==> config.mk <==
export PLATFORM = sky130hd
export DESIGN_NAME = wavetable_sample_generator_unit_flat
export DESIGN_NICKNAME = d
export VERILOG_FILES = /design/src/hw/rtl/wsg_pkg.sv /design/src/hw/rtl/wsg_if.sv /design/src/hw/rtl/wsg_regs.sv /design/src/hw/rtl/wsg_ctrl.sv /design/src/hw/rtl/wsg_dpath.sv /design/src/hw/rtl/wavetable_sample_generator_unit.sv /design/src/flat_wrapper.sv
export SDC_FILE = /design/constraint.sdc
export NUM_CORES = 1
export LEC_CHECK = 0
export BUFFER_PORTS_ARGS = -buffer_cell sky130_fd_sc_hd__buf_2
export CORE_UTILIZATION = 33
export CTS_CLUSTER_SIZE = 28
export DETAILED_ROUTE_END_ITERATION = 8
export HOLD_SLACK_MARGIN = 0.1
export SYNTH_ARGS = -nofsm -noshare
export SYNTH_HDL_FRONTEND = slang
export SYNTH_HIERARCHICAL = 1
export SYNTH_SLANG_ARGS = --single-unit
==> constraint.sdc <==
create_clock -name clk -period 8.7 [get_ports clk]
set_input_delay 1.74 -clock clk [delete_from_list [all_inputs] [get_ports clk]]
set_output_delay 1.74 -clock clk [all_outputs]
set_load 0.02 [all_outputs]
==> src/hw/rtl/wsg_pkg.sv <==
// ----------------------------------------------------------------------------
// wsg_pkg: shared types and constants of the wavetable sample generator
// Waveform codes, arithmetic constants, the quarter-wave sine table and the
// structs that pass between controller, datapath and register block.
// ----------------------------------------------------------------------------
package wsg_pkg;

    // fixed field widths
    localparam int IDX_W    = 8;
    localparam int SAMPLE_W = 8;
    localparam int PERIOD_W = 16;
    localparam int MODE_W   = 3;
    localparam int FREQ_W   = 16;
    localparam int DIVR_W   = 15;   // clamped frequency fits in 15 bits
    localparam int REM_W    = 16;   // shifted remainder stays below 2 * 20000
    localparam int SEED_W   = 32;
    localparam int ADDR_W   = 3;
    localparam int DATA_W   = 32;

    localparam int CYCLE_LENGTH         = 256;
    localparam int MASTER_CLOCK_DEFAULT = 3546895;

    // waveform codes
    localparam logic [MODE_W-1:0] MODE_SINE   = 3'd0;
    localparam logic [MODE_W-1:0] MODE_SQUARE = 3'd1;
    localparam logic [MODE_W-1:0] MODE_SAW    = 3'd2;
    localparam logic [MODE_W-1:0] MODE_NOISE  = 3'd3;

    // register indexes
    localparam logic REG_MODE = 1'b0;
    localparam logic REG_FREQ = 1'b1;

    // reset values
    localparam logic [MODE_W-1:0] MODE_RESET = MODE_SINE;
    localparam logic [FREQ_W-1:0] FREQ_RESET = 16'd440;
    localparam logic [SEED_W-1:0] SEED_RESET = 32'd12345;

    // linear congruential generator
    localparam logic [SEED_W-1:0] LCG_MUL = 32'd1103515245;
    localparam logic [SEED_W-1:0] LCG_ADD = 32'd12345;

    // clamps
    localparam logic [FREQ_W-1:0]   FREQ_MIN   = 16'd20;
    localparam logic [FREQ_W-1:0]   FREQ_MAX   = 16'd20000;
    localparam logic [PERIOD_W-1:0] PERIOD_MIN = 16'd124;
    localparam logic [PERIOD_W-1:0] PERIOD_MAX = 16'd65535;

    localparam logic [SAMPLE_W-1:0] SQUARE_HIGH = 8'sd127;
    localparam logic [SAMPLE_W-1:0] SQUARE_LOW  = -8'sd127;
    localparam logic [SAMPLE_W-1:0] SIGN_FLIP   = 8'h80;
    localparam logic [7:0]          SAW_SCALE   = 8'd255;

    // sine positions 0..64, the rest of the cycle follows by symmetry
    localparam logic [6:0] SINE_QUARTER [0:64] = '{
          7'd0,   7'd3,   7'd6,   7'd9,  7'd12,  7'd15,  7'd18,  7'd21,
         7'd24,  7'd27,  7'd30,  7'd33,  7'd36,  7'd39,  7'd42,  7'd45,
         7'd48,  7'd51,  7'd54,  7'd57,  7'd59,  7'd62,  7'd65,  7'd67,
         7'd70,  7'd73,  7'd75,  7'd78,  7'd80,  7'd82,  7'd85,  7'd87,
         7'd89,  7'd91,  7'd94,  7'd96,  7'd98, 7'd100, 7'd102, 7'd103,
        7'd105, 7'd107, 7'd108, 7'd110, 7'd112, 7'd113, 7'd114, 7'd116,
        7'd117, 7'd118, 7'd119, 7'd120, 7'd121, 7'd122, 7'd123, 7'd123,
        7'd124, 7'd125, 7'd125, 7'd126, 7'd126, 7'd126, 7'd126, 7'd126,
        7'd127
    };

    typedef struct packed {
        logic [MODE_W-1:0] mode;
        logic [FREQ_W-1:0] freq;
    } cfg_t;

    typedef struct packed {
        logic load;      // capture item, start division
        logic step;      // one quotient bit
        logic publish;   // move result into output register
    } ctrl_cmd_t;

    typedef struct packed {
        logic out_free;  // output register can take a result this cycle
    } dp_status_t;

endpackage

==> src/hw/rtl/wsg_if.sv <==
// ----------------------------------------------------------------------------
// wsg_if: valid/ready channels of the wavetable sample generator
// Index channel towards the block, sample channel away from it.
// ----------------------------------------------------------------------------
interface wsg_index_if;
    logic                       valid;
    logic                       ready;
    logic [wsg_pkg::IDX_W-1:0]  sample_index;

    modport source (output valid, output sample_index, input ready);
    modport sink   (input valid, input sample_index, output ready);
endinterface

interface wsg_sample_if;
    logic                                valid;
    logic                                ready;
    logic signed [wsg_pkg::SAMPLE_W-1:0] sample_value;
    logic [wsg_pkg::PERIOD_W-1:0]        playback_period;

    modport source (output valid, output sample_value, output playback_period, input ready);
    modport sink   (input valid, input sample_value, input playback_period, output ready);
endinterface

==> src/hw/rtl/wsg_regs.sv <==
// ----------------------------------------------------------------------------
// wsg_regs: configuration registers
// APB-style write/read of waveform mode and tone frequency.
// ----------------------------------------------------------------------------
module wsg_regs (
    input  logic                          clk,
    input  logic                          rst_n,
    input  logic                          psel,
    input  logic                          penable,
    input  logic                          pwrite,
    input  logic [wsg_pkg::ADDR_W-1:0]    paddr,
    input  logic [wsg_pkg::DATA_W-1:0]    pwdata,
    output logic [wsg_pkg::DATA_W-1:0]    prdata,
    output logic                          pready,
    output wsg_pkg::cfg_t                 cfg
);

    logic [wsg_pkg::MODE_W-1:0] mode_reg;
    logic [wsg_pkg::FREQ_W-1:0] freq_reg;
    logic                       wr_en;
    logic                       reg_sel;

    assign pready  = 1'b1;
    assign wr_en   = psel && penable && pwrite;
    assign reg_sel = paddr[2];

    // register writes, word-select on address bit 2
    always_ff @(posedge clk or negedge rst_n)
    begin
        if (!rst_n)
        begin
            mode_reg <= wsg_pkg::MODE_RESET;
            freq_reg <= wsg_pkg::FREQ_RESET;
        end
        else if (wr_en)
        begin
            unique case (reg_sel)
                wsg_pkg::REG_MODE: mode_reg <= pwdata[wsg_pkg::MODE_W-1:0];
                wsg_pkg::REG_FREQ: freq_reg <= pwdata[wsg_pkg::FREQ_W-1:0];
                default:           mode_reg <= mode_reg;
            endcase
        end
    end

    // read back
    always_comb
    begin
        unique case (reg_sel)
            wsg_pkg::REG_MODE: prdata = {{(wsg_pkg::DATA_W-wsg_pkg::MODE_W){1'b0}}, mode_reg};
            wsg_pkg::REG_FREQ: prdata = {{(wsg_pkg::DATA_W-wsg_pkg::FREQ_W){1'b0}}, freq_reg};
            default:           prdata = '0;
        endcase
    end

    assign cfg.mode = mode_reg;
    assign cfg.freq = freq_reg;

endmodule

==> src/hw/rtl/wsg_ctrl.sv <==
// ----------------------------------------------------------------------------
// wsg_ctrl: sequencing of one item
// Accepts an index, runs the period divider bit by bit, hands the result on.
// ----------------------------------------------------------------------------
module wsg_ctrl #(
    parameter int MASTER_CLOCK = wsg_pkg::MASTER_CLOCK_DEFAULT
) (
    input  logic                   clk,
    input  logic                   rst_n,
    input  logic                   in_valid,
    output logic                   in_ready,
    input  wsg_pkg::dp_status_t    status,
    output wsg_pkg::ctrl_cmd_t     cmd
);

    localparam int DEND_W = $clog2(MASTER_CLOCK / wsg_pkg::CYCLE_LENGTH + 1);
    localparam int CNT_W  = (DEND_W > 1) ? $clog2(DEND_W) : 1;

    localparam logic [1:0] ST_IDLE = 2'd0;
    localparam logic [1:0] ST_DIV  = 2'd1;
    localparam logic [1:0] ST_FIN  = 2'd2;

    logic [1:0]       state_reg, state_next;
    logic [CNT_W-1:0] cnt_reg, cnt_next;
    logic             last_step;

    assign last_step = (cnt_reg == CNT_W'(DEND_W - 1));

    // next state and commands
    always_comb
    begin
        state_next  = state_reg;
        cnt_next    = cnt_reg;
        cmd         = '0;
        in_ready    = 1'b0;
        unique case (state_reg)
            ST_IDLE:
            begin
                in_ready = 1'b1;
                if (in_valid)
                begin
                    cmd.load   = 1'b1;
                    cnt_next   = '0;
                    state_next = ST_DIV;
                end
            end
            ST_DIV:
            begin
                cmd.step = 1'b1;
                cnt_next = cnt_reg + CNT_W'(1);
                if (last_step)
                begin
                    state_next = ST_FIN;
                end
            end
            ST_FIN:
            begin
                if (status.out_free)
                begin
                    cmd.publish = 1'b1;
                    state_next  = ST_IDLE;
                end
            end
            default:
            begin
                state_next = ST_IDLE;
            end
        endcase
    end

    always_ff @(posedge clk or negedge rst_n)
    begin
        if (!rst_n)
        begin
            state_reg <= ST_IDLE;
            cnt_reg   <= '0;
        end
        else
        begin
            state_reg <= state_next;
            cnt_reg   <= cnt_next;
        end
    end

endmodule

==> src/hw/rtl/wsg_dpath.sv <==
// ----------------------------------------------------------------------------
// wsg_dpath: sample and period datapath
// Waveform lookup, noise generator, restoring period divider, output register.
// ----------------------------------------------------------------------------
module wsg_dpath #(
    parameter int MASTER_CLOCK = wsg_pkg::MASTER_CLOCK_DEFAULT
) (
    input  logic                                 clk,
    input  logic                                 rst_n,
    input  wsg_pkg::cfg_t                        cfg,
    input  wsg_pkg::ctrl_cmd_t                   cmd,
    output wsg_pkg::dp_status_t                  status,
    input  logic [wsg_pkg::IDX_W-1:0]            sample_index,
    output logic                                 out_valid,
    input  logic                                 out_ready,
    output logic signed [wsg_pkg::SAMPLE_W-1:0]  sample_value,
    output logic [wsg_pkg::PERIOD_W-1:0]         playback_period
);

    // dividend is the master clock over the cycle length, a constant
    localparam int DEND_W = $clog2(MASTER_CLOCK / wsg_pkg::CYCLE_LENGTH + 1);
    localparam int CMP_W  = (DEND_W > wsg_pkg::PERIOD_W) ? DEND_W : wsg_pkg::PERIOD_W;
    localparam logic [DEND_W-1:0] DIVIDEND = DEND_W'(MASTER_CLOCK / wsg_pkg::CYCLE_LENGTH);

    logic [wsg_pkg::SEED_W-1:0]   seed_reg;
    logic [wsg_pkg::SEED_W-1:0]   seed_step;
    logic [wsg_pkg::SAMPLE_W-1:0] sample_reg, sample_next;
    logic [wsg_pkg::DIVR_W-1:0]   divr_reg, divr_next;
    logic [wsg_pkg::REM_W-1:0]    rem_reg;
    logic [DEND_W-1:0]            quo_reg;
    logic [wsg_pkg::REM_W-1:0]    trial;
    logic                         trial_ge;
    logic [CMP_W-1:0]             quo_ext;
    logic [wsg_pkg::PERIOD_W-1:0] period_clamped;
    logic                         out_valid_reg;
    logic signed [wsg_pkg::SAMPLE_W-1:0] out_sample_reg;
    logic [wsg_pkg::PERIOD_W-1:0]        out_period_reg;

    logic [6:0]  sine_pos;
    logic [7:0]  sine_mirror;
    logic [6:0]  sine_q;
    logic [7:0]  sine_mag;
    logic [15:0] saw_prod;

    // noise generator step
    assign seed_step = wsg_pkg::SEED_W'(seed_reg * wsg_pkg::LCG_MUL + wsg_pkg::LCG_ADD);

    // sine by quarter-wave symmetry
    assign sine_pos    = sample_index[6:0];
    assign sine_mirror = 8'd128 - {1'b0, sine_pos};
    assign sine_q      = (sine_pos > 7'd64) ? sine_mirror[6:0] : sine_pos;
    assign sine_mag    = {1'b0, wsg_pkg::SINE_QUARTER[sine_q]};

    assign saw_prod = 16'(sample_index * wsg_pkg::SAW_SCALE);

    // waveform select; subtracting 128 from an 8-bit value flips its top bit
    always_comb
    begin
        unique case (cfg.mode)
            wsg_pkg::MODE_SQUARE:
                sample_next = sample_index[7] ? wsg_pkg::SQUARE_LOW : wsg_pkg::SQUARE_HIGH;
            wsg_pkg::MODE_SAW:
                sample_next = saw_prod[15:8] ^ wsg_pkg::SIGN_FLIP;
            wsg_pkg::MODE_NOISE:
                sample_next = seed_step[23:16] ^ wsg_pkg::SIGN_FLIP;
            default:
                sample_next = sample_index[7] ? 8'(8'd0 - sine_mag) : sine_mag;
        endcase
    end

    // frequency clamp, becomes the divisor
    always_comb
    begin
        priority if (cfg.freq < wsg_pkg::FREQ_MIN)
            divr_next = wsg_pkg::DIVR_W'(wsg_pkg::FREQ_MIN);
        else if (cfg.freq > wsg_pkg::FREQ_MAX)
            divr_next = wsg_pkg::DIVR_W'(wsg_pkg::FREQ_MAX);
        else
            divr_next = cfg.freq[wsg_pkg::DIVR_W-1:0];
    end

    // noise state moves only on noise items
    always_ff @(posedge clk or negedge rst_n)
    begin
        if (!rst_n)
        begin
            seed_reg <= wsg_pkg::SEED_RESET;
        end
        else if (cmd.load && (cfg.mode == wsg_pkg::MODE_NOISE))
        begin
            seed_reg <= seed_step;
        end
    end

    // restoring divider, one quotient bit per step
    assign trial    = {rem_reg[wsg_pkg::REM_W-2:0], quo_reg[DEND_W-1]};
    assign trial_ge = (trial >= {1'b0, divr_reg});

    always_ff @(posedge clk)
    begin
        if (cmd.load)
        begin
            sample_reg <= sample_next;
            divr_reg   <= divr_next;
            rem_reg    <= '0;
            quo_reg    <= DIVIDEND;
        end
        else if (cmd.step)
        begin
            rem_reg <= trial_ge ? (trial - {1'b0, divr_reg}) : trial;
            quo_reg <= {quo_reg[DEND_W-2:0], trial_ge};
        end
    end

    // period clamp
    assign quo_ext = CMP_W'(quo_reg);

    always_comb
    begin
        priority if (quo_ext < CMP_W'(wsg_pkg::PERIOD_MIN))
            period_clamped = wsg_pkg::PERIOD_MIN;
        else if (quo_ext > CMP_W'(wsg_pkg::PERIOD_MAX))
            period_clamped = wsg_pkg::PERIOD_MAX;
        else
            period_clamped = quo_ext[wsg_pkg::PERIOD_W-1:0];
    end

    // output register
    always_ff @(posedge clk or negedge rst_n)
    begin
        if (!rst_n)
        begin
            out_valid_reg <= 1'b0;
        end
        else if (cmd.publish)
        begin
            out_valid_reg <= 1'b1;
        end
        else if (out_ready)
        begin
            out_valid_reg <= 1'b0;
        end
    end

    always_ff @(posedge clk)
    begin
        if (cmd.publish)
        begin
            out_sample_reg <= sample_reg;
            out_period_reg <= period_clamped;
        end
    end

    assign status.out_free = !out_valid_reg || out_ready;
    assign out_valid       = out_valid_reg;
    assign sample_value    = out_sample_reg;
    assign playback_period = out_period_reg;

endmodule

==> src/hw/rtl/wavetable_sample_generator_unit.sv <==
// ----------------------------------------------------------------------------
// wavetable_sample_generator_unit: wavetable oscillator with noise source
// Sine, square, sawtooth or noise sample per index, with playback period.
// ----------------------------------------------------------------------------
// Sequence: the index beat loads the item, the bit-serial period divider finds
// one quotient bit per step for N = bits of MASTER_CLOCK/256 (14 at the
// default clock), and the result moves into the output register. A new index
// is taken only after the previous item is published; a finished sample waits in the output register until taken.
// Reset (rst_n, asynchronous): mode sine, frequency 440, noise seed 12345.
module wavetable_sample_generator_unit #(
    parameter int MASTER_CLOCK = wsg_pkg::MASTER_CLOCK_DEFAULT
) (
    input  logic                        clk,
    input  logic                        rst_n,
    input  logic                        psel,
    input  logic                        penable,
    input  logic                        pwrite,
    input  logic [wsg_pkg::ADDR_W-1:0]  paddr,
    input  logic [wsg_pkg::DATA_W-1:0]  pwdata,
    output logic [wsg_pkg::DATA_W-1:0]  prdata,
    output logic                        pready,
    wsg_index_if.sink                   sample_in,
    wsg_sample_if.source                sample_out
);

    wsg_pkg::cfg_t       cfg;
    wsg_pkg::ctrl_cmd_t  cmd;
    wsg_pkg::dp_status_t status;

    wsg_regs u_regs (
        .clk     (clk),
        .rst_n   (rst_n),
        .psel    (psel),
        .penable (penable),
        .pwrite  (pwrite),
        .paddr   (paddr),
        .pwdata  (pwdata),
        .prdata  (prdata),
        .pready  (pready),
        .cfg     (cfg)
    );

    wsg_ctrl #(
        .MASTER_CLOCK (MASTER_CLOCK)
    ) u_ctrl (
        .clk      (clk),
        .rst_n    (rst_n),
        .in_valid (sample_in.valid),
        .in_ready (sample_in.ready),
        .status   (status),
        .cmd      (cmd)
    );

    wsg_dpath #(
        .MASTER_CLOCK (MASTER_CLOCK)
    ) u_dpath (
        .clk             (clk),
        .rst_n           (rst_n),
        .cfg             (cfg),
        .cmd             (cmd),
        .status          (status),
        .sample_index    (sample_in.sample_index),
        .out_valid       (sample_out.valid),
        .out_ready       (sample_out.ready),
        .sample_value    (sample_out.sample_value),
        .playback_period (sample_out.playback_period)
    );

endmodule

==> src/flat_wrapper.sv <==
// flat-port wrapper written by rule: the top's interface ports become plain ports
module wavetable_sample_generator_unit_flat 
#(
    parameter int MASTER_CLOCK = wsg_pkg::MASTER_CLOCK_DEFAULT
)
  (clk, rst_n, psel, penable, pwrite, paddr, pwdata, prdata, pready, sample_in_valid, sample_in_sample_index, sample_in_ready, sample_out_valid, sample_out_sample_value, sample_out_playback_period, sample_out_ready);
  wsg_index_if sample_in_i ();
  wsg_sample_if sample_out_i ();
  input  logic clk;
  input  logic rst_n;
  input  logic psel;
  input  logic penable;
  input  logic pwrite;
  input  logic [wsg_pkg::ADDR_W-1:0] paddr;
  input  logic [wsg_pkg::DATA_W-1:0] pwdata;
  output logic [wsg_pkg::DATA_W-1:0] prdata;
  output logic pready;
  input wire logic [$bits(sample_in_i.valid)-1:0] sample_in_valid;
  input wire logic [$bits(sample_in_i.sample_index)-1:0] sample_in_sample_index;
  output wire logic [$bits(sample_in_i.ready)-1:0] sample_in_ready;
  output wire logic [$bits(sample_out_i.valid)-1:0] sample_out_valid;
  output wire logic [$bits(sample_out_i.sample_value)-1:0] sample_out_sample_value;
  output wire logic [$bits(sample_out_i.playback_period)-1:0] sample_out_playback_period;
  input wire logic [$bits(sample_out_i.ready)-1:0] sample_out_ready;
  assign sample_in_i.valid = sample_in_valid;
  assign sample_in_i.sample_index = sample_in_sample_index;
  assign sample_in_ready = sample_in_i.ready;
  assign sample_out_valid = sample_out_i.valid;
  assign sample_out_sample_value = sample_out_i.sample_value;
  assign sample_out_playback_period = sample_out_i.playback_period;
  assign sample_out_i.ready = sample_out_ready;
  wavetable_sample_generator_unit #(.MASTER_CLOCK(MASTER_CLOCK)) u_core (.clk(clk), .rst_n(rst_n), .psel(psel), .penable(penable), .pwrite(pwrite), .paddr(paddr), .pwdata(pwdata), .prdata(prdata), .pready(pready), .sample_in(sample_in_i), .sample_out(sample_out_i));
endmodule
==> results of run 1 <==
==> stage by stage <==
| stage | instances | setup WS [ns] | hold WS (ns) |
|---|---|---|---|
| after CTS | 2032 | 1.55 | 0.422 |
| final | 2032 | 1.58 | 0.421 |
| after global placement | 2000 | 1.68 | 0.401 |
| after floorplan | 1445 | 2.42 | 0.400 |
| after global routing | 2032 | 1.13 | 0.426 |
| after detailed placement | 2000 | 1.59 | 0.405 |
==> layout make-up <==
class	instances	area (um^2)
Multi-Input combinational cell	948	9200
Inverter	316	1190
Clock inverter	15	166
Clock buffer	17	425
Timing Repair Buffer	80	423
Sequential cell	124	3200
Tap cell	532	666
Fill cell	4185	25800
==> metal layers <==
| metal | part of all wire, % | track usage, % | vias to the layer above | wire length [um] |
|---|---|---|---|---|
| met5 | 0 | 0 | - | 0 |
| met4 | 1.0 | 3.10 | 0 | 284 |
| li1 | - | - | 4757 | - |
| met2 | 49 | 22.9 | 152 | 13800 |
| met3 | 3.0 | 1.71 | 16 | 865 |
| met1 | 47 | 19.6 | 4610 | 13500 |
==> Yosys cell counts (5+ instances only) <==
master,number,share of area (%)
buf_2,6,0.22
o31ai_1,5,0.27
inv_1,315,8.5
dfstp_2,11,2.1
dfxtp_1,29,4.2
o21a_1,9,0.49
nand2_1,79,2.1
clkbuf_1,26,0.71
mux2i_1,16,1.2
xor2_1,14,0.89
nand3_1,17,0.62
xnor2_1,53,3.4
nand2b_1,18,0.81
nor2b_1,5,0.23
nor3_1,21,0.76
or2_2,6,0.27
or3_1,5,0.23
a211oi_1,15,0.81
nand4_1,10,0.45
o21bai_1,10,0.54
edfxtp_1,45,9.8
a31oi_1,10,0.45
nor2_1,64,1.7
dfrtp_1,39,7.1
mux2_2,21,1.7
a21o_1,11,0.60
and2_1,22,1.0
buf_4,20,1.1
ha_1,200,18
and3_1,9,0.41
fa_1,131,19
a21oi_1,42,1.5
o21ai_0,44,1.6
mux2_4,10,1.1
==> final timing paths <==
kind / startpoint / end / slack (ns) / depth (start not counted)
worst min-delay path: u_core/u_dpath/sample_reg[2] / u_core/u_dpath/sample_value[2] / 0.42 / 0
worst min register to register: u_core/u_dpath/sample_reg[2] / u_core/u_dpath/sample_value[2] / 0.42 / 0
worst max register to register: u_core/u_dpath/seed_reg[0] / u_core/u_dpath/sample_reg[6] / 1.58 / 25
max in group asynchronous: rst_n / u_core/u_dpath/seed_reg[6] / 6.79 / 2
worst max-delay path: u_core/u_dpath/seed_reg[0] / u_core/u_dpath/sample_reg[6] / 1.58 / 25
min in group asynchronous: rst_n / u_core/u_dpath/out_valid / 1.45 / 2
==> cell families (layout without fill, tap and decap cells) <==
kind of cell / Yosys count / count (layout) / synth area share (%)
AOI/OAI and AO/OA: 202 / 202 / 9.98
xor gates and xnor gates: 68 / 68 / 4.36
adders and majority gates: 331 / 331 / 37.1
buffers and inverters: 373 / 428 / 10.8
DFF: 124 / 124 / 23.1
muxes: 49 / 49 / 4.28
other: 3 / 19 / 0.0814
and+or+nand+nor: 279 / 279 / 10.3
==> impl_metrics.ini, run 1 <==
[setup_path]
criticalPathCategory = reg2reg
cp-end-kind = flop
critPathMaxFanout = 10
required_ns = 8.86
start_kind = flop
path_delay_family = adder cells
slowest_stage = dfstp_2
cp.arrival_ns = 7.28
cp_common_cell = inv_1
critPathMaxStageDelay_ns = 0.72
cp_num_buf_inv = 7

[drt]
drt-initial-drc-count = 491
firstDrtPassIters = 7
dr_total_vias = 9535
drc = 3
wl_per_cell_um = 14.0
ant_nets = 0
routed_wl_um = 28400
via_per_inst = 4.69

[final_layout]
layout_common_cells = 315 x inv_1, 200 x ha_1, 131 x fa_1, 79 x nand2_1, 71 x buf_2
largest_register_ffs = 24
design_area_mm2 = 0.0153
n_antenna_cell = 0
layout_commonest_cell = inv_1
nets = 1868
drive_gt1_share_pct = 12.3
syn2layout_area_growth_pct = 10.4
final_util_pct = 37.1

[cts]
clock_latency_ns = 0.43
clkTransAtPathRegs_ns = 0.07
clockRootBuffer = clkbuf_16
h-tree-depth = 4
post_cts_buffers = 0
clock-sinks = 124
cts_made_buffers = 17
cts_tree = yes
cts_resized = 0
cts_hold_buf = 0
cts_max_path_buffers = 2

[synth]
yosys_warnings = 6
synth_area_per_cell_um2 = 9.68
synthesis.area_mm2 = 0.0138
synth-main-ff-cell = edfxtp_1
postSynth.asyncResetShare_pct = 40.3
yosysSeqAreaShare_pct = 23.1
synth.distinct_cells = 84
ys_ff_latch = 124
synthCells = 1429
synth_edf_count = 45

[floorplan]
dieWidth_um = 207
core_mm2 = 0.0411
die_area_mm2 = 0.0427
rows = 74
io_pins = 109
initial_core_util_pct = 33.6
die_height_um = 207

[sta]
hold_viol_final = 0
fin_worst_skew_ns = 0.0169
slew_violations = 0
tns_ns = 0
setup_viol = 0
slew-limit-headroom_pct = 40.6
max_freq_mhz = 140
rsz0062_at_grt = no
worstMarginPinSlew_ns = 0.869
post-route-period-util_pct = 81.8
period_minus_slack_ns = 7.12

[run_status]
violations = DRC
status = complete, but fails checks

[global_routing]
grt_overflow = 0
grt_use_total_pct = 14.0
grt_pass1_vias = 9501
grt_pass1_wl_um = 47600
antenna_found_initial = 0
grt_max_degree = 51

[place]
gp_congestion = 0.842
placed_cell_area_mm2 = 0.0147
dp_hpwl_um = 23300
io_buffers = 71

[min_path]
hold_class = reg2reg

[flow_run]
cap_violations = 0
Power of run 1 is not shown: default switching activity piles up to over one toggle a cycle in this logic, so the estimate is an artifact.
==> run 2: changes to the inputs <==
--- a/config.mk
+++ b/config.mk
@@ -5,6 +5,7 @@
 export SDC_FILE = /design/constraint.sdc
 export NUM_CORES = 1
 export LEC_CHECK = 0
+export ABC_AREA = 1
 export BUFFER_PORTS_ARGS = -buffer_cell sky130_fd_sc_hd__buf_2
 export CORE_UTILIZATION = 33
 export CTS_CLUSTER_SIZE = 28
==> constraint.sdc (replaced) <==
create_clock -name clk -period 6.8 [get_ports clk]
set_input_delay 1.36 -clock clk [delete_from_list [all_inputs] [get_ports clk]]
set_output_delay 1.36 -clock clk [all_outputs]
set_load 0.02 [all_outputs]
==> impl_metrics.ini, run 2 <==
[run_status]
status = finished, final reports clean

[synth]
synth_top_area_share_pct = 18.6
yosys_warnings = 6
synth_area_per_cell_um2 = 8.20
synthesis.area_mm2 = 0.0141
synth.distinct_cells = 55
synth-main-ff-cell = edfxtp_1
synth_edf_count = 45
yosysSeqAreaShare_pct = 22.6
yosys.area.top_type = fa_1
ys_ff_latch = 124
yosysMostFrequentCell = inv_1
postSynth.asyncResetShare_pct = 40.3
ys_top_cells_by_area = fa_1 19%, ha_1 18%, inv_1 11%, edfxtp_1 9.6%, nand2_1 8.9%
synthTopCellsByCount = 420 x inv_1, 334 x nand2_1, 200 x ha_1, 131 x fa_1
synthCells = 1724

[sta]
setup_viol = 0
period_minus_slack_ns = 6.58
worstMarginPinSlew_ns = 1.14
slew-limit-headroom_pct = 24.2
post-route-period-util_pct = 96.8
fin_worst_skew_ns = 0.00958
slew_violations = 0
hold_viol_final = 0
max_freq_mhz = 152

[floorplan]
core_mm2 = 0.0421
die_area_mm2 = 0.0437
rows = 75
io_pins = 109
dieWidth_um = 209
die_height_um = 209
initial_core_util_pct = 33.5

[setup_path]
cp.arrival_ns = 6.74
criticalPathCategory = reg2reg
start_kind = flop
required_ns = 6.96
cp-end-kind = flop
critPathMaxFanout = 6

[final_layout]
nets = 2180
final_util_pct = 37.4
largest_register_ffs = 24
layout_common_cells = 420 x inv_1, 333 x nand2_1, 195 x ha_1, 130 x fa_1, 78 x nand3_1
syn2layout_area_growth_pct = 11.4
drive_gt1_share_pct = 11.0
layout_commonest_cell = inv_1

[global_routing]
antenna_found_initial = 1
grt_overflow = 0
grt_max_degree = 51
grt_use_total_pct = 15.1
grt_pass1_vias = 10800
grt_pass1_wl_um = 53500

[drt]
wl_per_cell_um = 13.4
ant_nets = 0
routed_wl_um = 31600
drt-initial-drc-count = 637
drc = 0
via_per_inst = 4.58
dr_total_vias = 10800
firstDrtPassIters = 5

[cts]
clock_latency_ns = 0.42
cts_max_path_buffers = 2
clkTransAtPathRegs_ns = 0.06
h-tree-depth = 4
clockRootBuffer = clkbuf_16
clock-sinks = 124
cts_made_buffers = 17
cts_tree = yes

[flow_run]
cap_violations = 0

[min_path]
hold_class = reg2reg

[place]
io_buffers = 71
gp_congestion = 0.930
dp_hpwl_um = 26100
[run 2: final timing paths]
| check | start | end | slack, ns | cells after the start |
|---|---|---|---|---|
| worst max-delay path | u_core/u_dpath/seed_reg[4] | u_core/u_dpath/sample_reg[7] | 0.22 | 27 |
| worst min-delay path | u_core/u_dpath/sample_reg[2] | u_core/u_dpath/sample_value[2] | 0.42 | 0 |
| worst min register to register | u_core/u_dpath/sample_reg[2] | u_core/u_dpath/sample_value[2] | 0.42 | 0 |
| worst max register to register | u_core/u_dpath/seed_reg[4] | u_core/u_dpath/sample_reg[7] | 0.22 | 27 |
| max in group asynchronous | rst_n | u_core/u_dpath/seed_reg[8] | 5.25 | 2 |
| min in group asynchronous | rst_n | u_core/u_regs/freq_reg[10] | 1.04 | 2 |
[run 2: cell type report]
type / count / area [um^2]
clock buffers: 17 / 425
clock inverters: 15 / 173
diodes: 1 / 2.50
flip-flops and latches: 124 / 3200
repair buffers: 93 / 520
multi-input cells: 1133 / 9130
well taps: 539 / 674
inverters: 430 / 1620
fillers: 4198 / 26400
[run 2: worst max-delay path, stage by stage, from the launching register on]
cell      delay [ns]
dfstp_2         0.61
ha_2            0.24
fa_1            0.44
fa_1            0.53
inv_1           0.06
fa_1            0.53
inv_1           0.04
ha_1            0.26
inv_1           0.04
fa_1            0.47
inv_1           0.05
fa_1            0.53
inv_1           0.06
fa_1            0.55
inv_1           0.07
ha_1            0.35
a21o_1          0.18
or2_2           0.28
a21oi_1         0.17
o21ai_2         0.13
nand2_1         0.14
o21bai_1        0.12
inv_1           0.07
nand3_1         0.09
nand3_1         0.10
nand2_1         0.05
nor2_1          0.08
nand2_1         0.07
[run 2: stage by stage]
| stage | setup TNS (ns) | instance area [um^2] | hold WS, ns | instances | setup WS [ns] |
|---|---|---|---|---|---|
| 2_1_floorplan | 0 | 14200 | 0.400 | 1740 | 0.544 |
| 3_3_place_gp | 0 | 15000 | 0.404 | 2315 | 0.121 |
| 3_5_place_dp | 0 | 15000 | 0.405 | 2315 | 0.0394 |
| 4_1_cts | 0 | 15600 | 0.418 | 2347 | 0.0317 |
| 5_1_grt | -0.0200 | 15700 | 0.421 | 2352 | -0.0200 |
| 6_report | 0 | 15700 | 0.420 | 2352 | 0.217 |
[run 2: layer usage]
metal | GRT usage [%] | wire, um | share of wire (%) | vias to the layer above
met5 | 0 | 0 | 0 | -
li1 | - | - | - | 5450
met1 | 20.4 | 14800 | 47 | 5121
met3 | 1.65 | 890 | 2.8 | 29
met4 | 3.14 | 468 | 1.5 | 0
met2 | 25.8 | 15400 | 49 | 178
[run 2: kinds of logic (layout without fill, tap and decap cells)]
family | count (synthesis) | count (layout) | share of synthesized area [%]
simple gates | 538 | 538 | 16.6
buf+inv | 483 | 555 | 13.7
fa+ha+maj | 331 | 331 | 36.3
compound gates | 196 | 196 | 7.68
flops | 124 | 124 | 22.6
xor+xnor | 49 | 49 | 3.04
other cells | 3 | 20 | 0.0797
[run 2: what timing repair did]
item                       in CTS  in global routing
setup endpoints to repair       0                 10
hold buffers                    0                  0
gates resized for setup         0                 19
setup buffers                   0                  4
Power of run 2 is left out for the same reason.
